===== config.mk =====
export PLATFORM = sky130hd
export DESIGN_NAME = mhs_seeder
export DESIGN_NICKNAME = d
export VERILOG_FILES = /design/src/hdl/mhs_pkg.sv /design/src/hdl/mhs_seeder.sv
export SDC_FILE = /design/constraint.sdc
export NUM_CORES = 2
export LEC_CHECK = 0
export ABC_CLOCK_PERIOD_IN_PS = 14190
export BUFFER_PORTS_ARGS = -buffer_cell sky130_fd_sc_hd__buf_2
export CORE_MARGIN = 4
export CORE_UTILIZATION = 35
export DETAILED_ROUTE_END_ITERATION = 7
export GPL_TIMING_DRIVEN = 1
export PLACE_DENSITY = 0.57
export SLEW_MARGIN = 20
export SYNTH_ARGS = -nofsm -noshare
export SYNTH_HDL_FRONTEND = slang
export SYNTH_SLANG_ARGS = --single-unit

===== constraint.sdc =====
create_clock -name i_clk -period 14.19 [get_ports i_clk]
set_clock_uncertainty 0.1 [all_clocks]
set_input_delay 2.1285 -clock i_clk [delete_from_list [all_inputs] [get_ports i_clk]]
set_output_delay 2.1285 -clock i_clk [all_outputs]
set_load 0.02 [all_outputs]

===== src/hdl/mhs_pkg.sv =====
`timescale 1ns / 1ps
// ----------------------------------------------------------------------------
// mhs_pkg
// Shared types, codes and the FNV-1 step for the MinHash signature unit.
// ----------------------------------------------------------------------------
package mhs_pkg;

    // request codes
    localparam logic [1:0] REQ_BYTE  = 2'd0;
    localparam logic [1:0] REQ_READ  = 2'd1;
    localparam logic [1:0] REQ_CLEAR = 2'd2;

    // configuration register indexes
    localparam logic [1:0] CFG_SEED_ONE = 2'd0;
    localparam logic [1:0] CFG_SEED_TWO = 2'd1;
    localparam logic [1:0] CFG_ACTIVE   = 2'd2;

    // reset values and hash constants
    localparam logic [63:0] SEED_ONE_RST = 64'd3440579354231278675;
    localparam logic [63:0] SEED_TWO_RST = 64'd608747136543856411;
    localparam logic [7:0]  ACTIVE_RST   = 8'd128;
    localparam logic [63:0] FNV_BASIS    = 64'hCBF29CE484222325;
    localparam logic [63:0] ALL_ONES     = {64{1'b1}};

    // input beat
    typedef struct packed {
        logic [1:0] req_type;
        logic [7:0] data_byte;
        logic       last_byte;
        logic [6:0] entry_index;
    } t_in_beat;

    // result beat
    typedef struct packed {
        logic [63:0] min_value;
        logic [6:0]  read_index;
    } t_out_beat;

    // seed engine status towards the top level
    typedef struct packed {
        logic        busy;
        logic [63:0] start_one;
        logic [63:0] start_two;
    } t_seed_status;

    // one FNV-1 step: multiply by the 64-bit prime (2^40 + 0x1B3), then xor
    function automatic logic [63:0] fnv_step(input logic [63:0] h, input logic [7:0] b);
        logic [63:0] p;
        p = (h << 40) + (h << 8) + (h << 7) + (h << 5) + (h << 4) + (h << 1) + h;
        return p ^ {56'd0, b};
    endfunction

endpackage


===== src/hdl/mhs_seeder.sv =====
`timescale 1ns / 1ps
// ----------------------------------------------------------------------------
// mhs_seeder
// Absorbs both 64-bit seeds big-endian into the FNV offset basis, one byte a
// cycle, giving the start values of the two running hashes.
// ----------------------------------------------------------------------------
module mhs_seeder (
    input  logic                  i_clk,
    input  logic                  i_rst_n,
    input  logic                  i_load,
    input  logic [63:0]           i_seed_one,
    input  logic [63:0]           i_seed_two,
    output mhs_pkg::t_seed_status o_status
);

    logic        r_busy;
    logic [2:0]  r_cnt;
    logic [63:0] r_sd_one;
    logic [63:0] r_sd_two;
    logic [63:0] r_sh_one;
    logic [63:0] r_sh_two;

    // byte-serial seed absorption; a new load restarts the pass
    always_ff @(posedge i_clk) begin
        if (!i_rst_n) begin
            r_busy   <= 1'b1;
            r_cnt    <= 3'd0;
            r_sd_one <= mhs_pkg::FNV_BASIS;
            r_sd_two <= mhs_pkg::FNV_BASIS;
            r_sh_one <= mhs_pkg::SEED_ONE_RST;
            r_sh_two <= mhs_pkg::SEED_TWO_RST;
        end else if (i_load) begin
            r_busy   <= 1'b1;
            r_cnt    <= 3'd0;
            r_sd_one <= mhs_pkg::FNV_BASIS;
            r_sd_two <= mhs_pkg::FNV_BASIS;
            r_sh_one <= i_seed_one;
            r_sh_two <= i_seed_two;
        end else if (r_busy) begin
            r_sd_one <= mhs_pkg::fnv_step(r_sd_one, r_sh_one[63:56]);
            r_sd_two <= mhs_pkg::fnv_step(r_sd_two, r_sh_two[63:56]);
            r_sh_one <= r_sh_one << 8;
            r_sh_two <= r_sh_two << 8;
            r_cnt    <= r_cnt + 3'd1;
            if (r_cnt == 3'd7) begin
                r_busy <= 1'b0;
            end
        end
    end

    assign o_status.busy      = r_busy;
    assign o_status.start_one = r_sd_one;
    assign o_status.start_two = r_sd_two;

endmodule


==> flow_metrics.tcl <==
set metrics [dict create \
    ctsResizeCount 0 \
    cp.required_ns 14.51 \
    synth_area_leaders "fa_1 32%, dfxtp_1 17%, inv_1 11%" \
    track_usage 0.189 \
    stdcell_count 4844 \
    crit_arrival_ns 6.17 \
    syn_area_per_cell_um2 9.09 \
    period_minus_slack_ns 5.85 \
    yosys.area.top_type "fa_1" \
    worstMarginPinSlew_ns 1.00 \
    min_path_type "flop to flop" \
    ys_ff_latch 260 \
    die_w_um 308 \
    drv_cap 0 \
    io_buffers 259 \
    ctsLongestPathBuffers 3 \
    grt_max_degree 152 \
    rsz0062_at_grt "no" \
    placed_cells 4777 \
    hpwlAfterDp_um 71000 \
    grt_pass1_wl_um 140000 \
    vias_per_cell 4.84 \
    grt_pass1_vias 24700 \
    crit_chain "inv_1, fa_1, inv_1, fa_1, inv_1, fa_1, inv_1, ha_1, ha_1, a21o_1, o21bai_1, a221oi_1, o21ai_0, nor3_1, o21ai_0, a21oi_1, o21ai_0, xnor2_1, o21ai_0" \
    finalCritPeriodShare 0.412 \
    cts_tree "built" \
    dieArea_mm2 0.0947 \
    hold_viol_final 0 \
    crit_path_top_delay_cell "fa_1" \
    post_drt_wl_per_cell_um 18.2 \
    synth-warning-count 0 \
    crit_path_start_kind "flop" \
    grt-ovfl-total 0 \
    initial_core_util 0.354 \
    slew_viol_final 0 \
    worstHoldEndpoint "r_sd_one[11]$_SDFFE_PP0P_" \
    setup_viol 0 \
    hold_buffers 0 \
    routed_wl_um 88300 \
    area_growth_syn_to_layout_pct 11.7 \
    rr_worst_depth 19 \
    synth_cell_types 80 \
    first_iter_violations 1305 \
    nets 4499 \
    cp_max_fo 6 \
    r2r_end "r_sd_one[62]$_SDFFE_PP1P_" \
    relSlewSlack 0.333 \
    synth_top_area_frac 0.320 \
    gp_congestion 0.937 \
    cp-end-kind "flop" \
    ys_seq_area_frac 0.166 \
    synth-async-reset-ratio 0 \
    clkLatencyLatePin_ns 0.59 \
    whs_path_depth 2 \
    synth_fp_nets 4307 \
    crit_buf_inv 4 \
    die_h_um 308 \
    rrSetupSlack_ns 8.34 \
    clkSinkCount 260 \
    r2r_start "r_sd_one[20]$_SDFFE_PP0P_" \
    num_rows 109 \
    numCtsBuffers 38 \
    crit_family "adder cells" \
    netlist_area_mm2 0.0314 \
    drc 0 \
    synth_cells 3460 \
    htreeDepth 2 \
    layout-drive-gt1-share 0.115 \
    hp-start "r_sd_one[11]$_SDFFE_PP0P_" \
    synth-edff-count 0 \
    core_region_area_mm2 0.0888 \
    antenna_found_initial 7 \
    ys.flop_type "dfxtp_1" \
    dr.pass1.iters 6 \
    critPathMaxStageDelay_ns 0.56 \
    cts_setup_buffers 0 \
    ios 260 \
    ant_nets 0 \
    num_vias 23500 \
    max_freq_mhz 171 \
    clock-root-buffer "clkbuf_16" \
    setup_tns_ns 0 \
    path_class "flop to flop" \
    outcome "complete, no violations" \
    clk_pin_slew_ns 0.06 \
]
==> cells in the mapped netlist (18+ instances only) <==
| library cell | number |
|---|---|
| inv_1 | 908 |
| fa_1 | 502 |
| dfxtp_1 | 260 |
| nand2_1 | 240 |
| ha_1 | 214 |
| mux2i_1 | 151 |
| a21oi_1 | 142 |
| o21ai_0 | 116 |
| nor2_1 | 107 |
| xnor2_1 | 88 |
| clkbuf_1 | 82 |
| a21o_1 | 62 |
| and2_1 | 61 |
| mux2_2 | 61 |
| xor2_1 | 49 |
| o211ai_1 | 37 |
| nand4_1 | 28 |
| nand3_1 | 27 |
| and3_1 | 23 |
| o21bai_1 | 20 |
| a31oi_1 | 18 |
| buf_2 | 18 |
==> metal layers <==
metal | global-route usage | wire length [µm] | vias up
li1 | - | - | 11200
met1 | 0.243 | 37900 | 11600
met2 | 0.318 | 42100 | 529
met3 | 0.0363 | 5040 | 128
met4 | 0.0675 | 3260 | 0
met5 | 0 | 0 | -
==> worst min-delay path, stage by stage, from the launching register on <==
cell and delay [ns]:
dfxtp_1 0.33, nand2_1 0.07, a21oi_1 0.05
==> flip-flops by register name (all words and copies together), names as in the netlist <==
signal,flops
r_sd_one,64
r_sd_two,64
r_sh_one,64
r_sh_two,64
r_cnt,3
r_busy,1
==> layout by cell type (no fill, tap or decap), types with 23 or more instances in the layout <==
cell type / instances
nand4_1: 28
xor2_1: 49
buf_2: 257
ha_1: 214
nand3_1: 27
a21oi_1: 142
and3_1: 23
clkbuf_16: 38
inv_1: 907
fa_1: 502
o211ai_1: 37
mux2_2: 61
o21ai_0: 116
mux2i_1: 151
and2_1: 61
nand2_1: 240
a21o_1: 62
xnor2_1: 88
dfxtp_1: 259
nor2_1: 106
==> area by class of cell <==
class                           instances  area [µm²]
Fill cell                            8998       53700
Multi-Input combinational cell       2174       22400
Sequential cell                       260        5210
Inverter                              908        3410
Tap cell                             1165        1460
Timing Repair Buffer                  270        1400
Clock buffer                           49        1050
Clock inverter                         13         196
Antenna cell                            5        12.5
==> how the worst max path moves through the flow <==
stage	start	end	slack, ns	cells after the start
global placement	r_sd_one[20]$_SDFFE_PP0P_	r_sd_one[62]$_SDFFE_PP1P_	8.34	19
floorplan	r_sd_two[37]$_SDFFE_PP1P_	r_sd_two[60]$_SDFFE_PP0P_	9.03	19
global route	r_sd_one[18]$_SDFFE_PP0P_	r_sd_one[62]$_SDFFE_PP1P_	7.94	19
CTS	r_sd_one[5]$_SDFFE_PP1P_	r_sd_one[62]$_SDFFE_PP1P_	8.25	19
detailed placement	r_sd_one[20]$_SDFFE_PP0P_	r_sd_one[62]$_SDFFE_PP1P_	8.32	19
finish	r_sd_one[20]$_SDFFE_PP0P_	r_sd_one[62]$_SDFFE_PP1P_	8.34	19
==> cell families (layout without fill, tap and decap cells) <==
logic type,Yosys count,in the layout,synth area share
flip-flops,260,260,0.166
buffers and inverters,1026,1240,0.123
adder cells (fa/ha/maj),716,716,0.405
AO/OA/AOI/OAI,548,548,0.114
AND/OR/NAND/NOR,561,561,0.0839
XOR/XNOR,137,137,0.0382
multiplexers,212,212,0.0699
other,0,5,0
==> per-stage QoR <==
step	hold slack [ns]	utilization	setup WS [ns]	instance area (µm²)
final	0.392	0.395	8.34	35100
after floorplan	0.365	-	9.03	31400
after detailed placement	0.391	0.381	8.32	33800
after global routing	0.421	0.395	7.94	35100
after CTS	0.396	0.395	8.25	35100
after global placement	0.368	0.381	8.34	33800
Power is not shown: default switching activity piles up to over one toggle a cycle in this logic, so the estimate is an artifact.
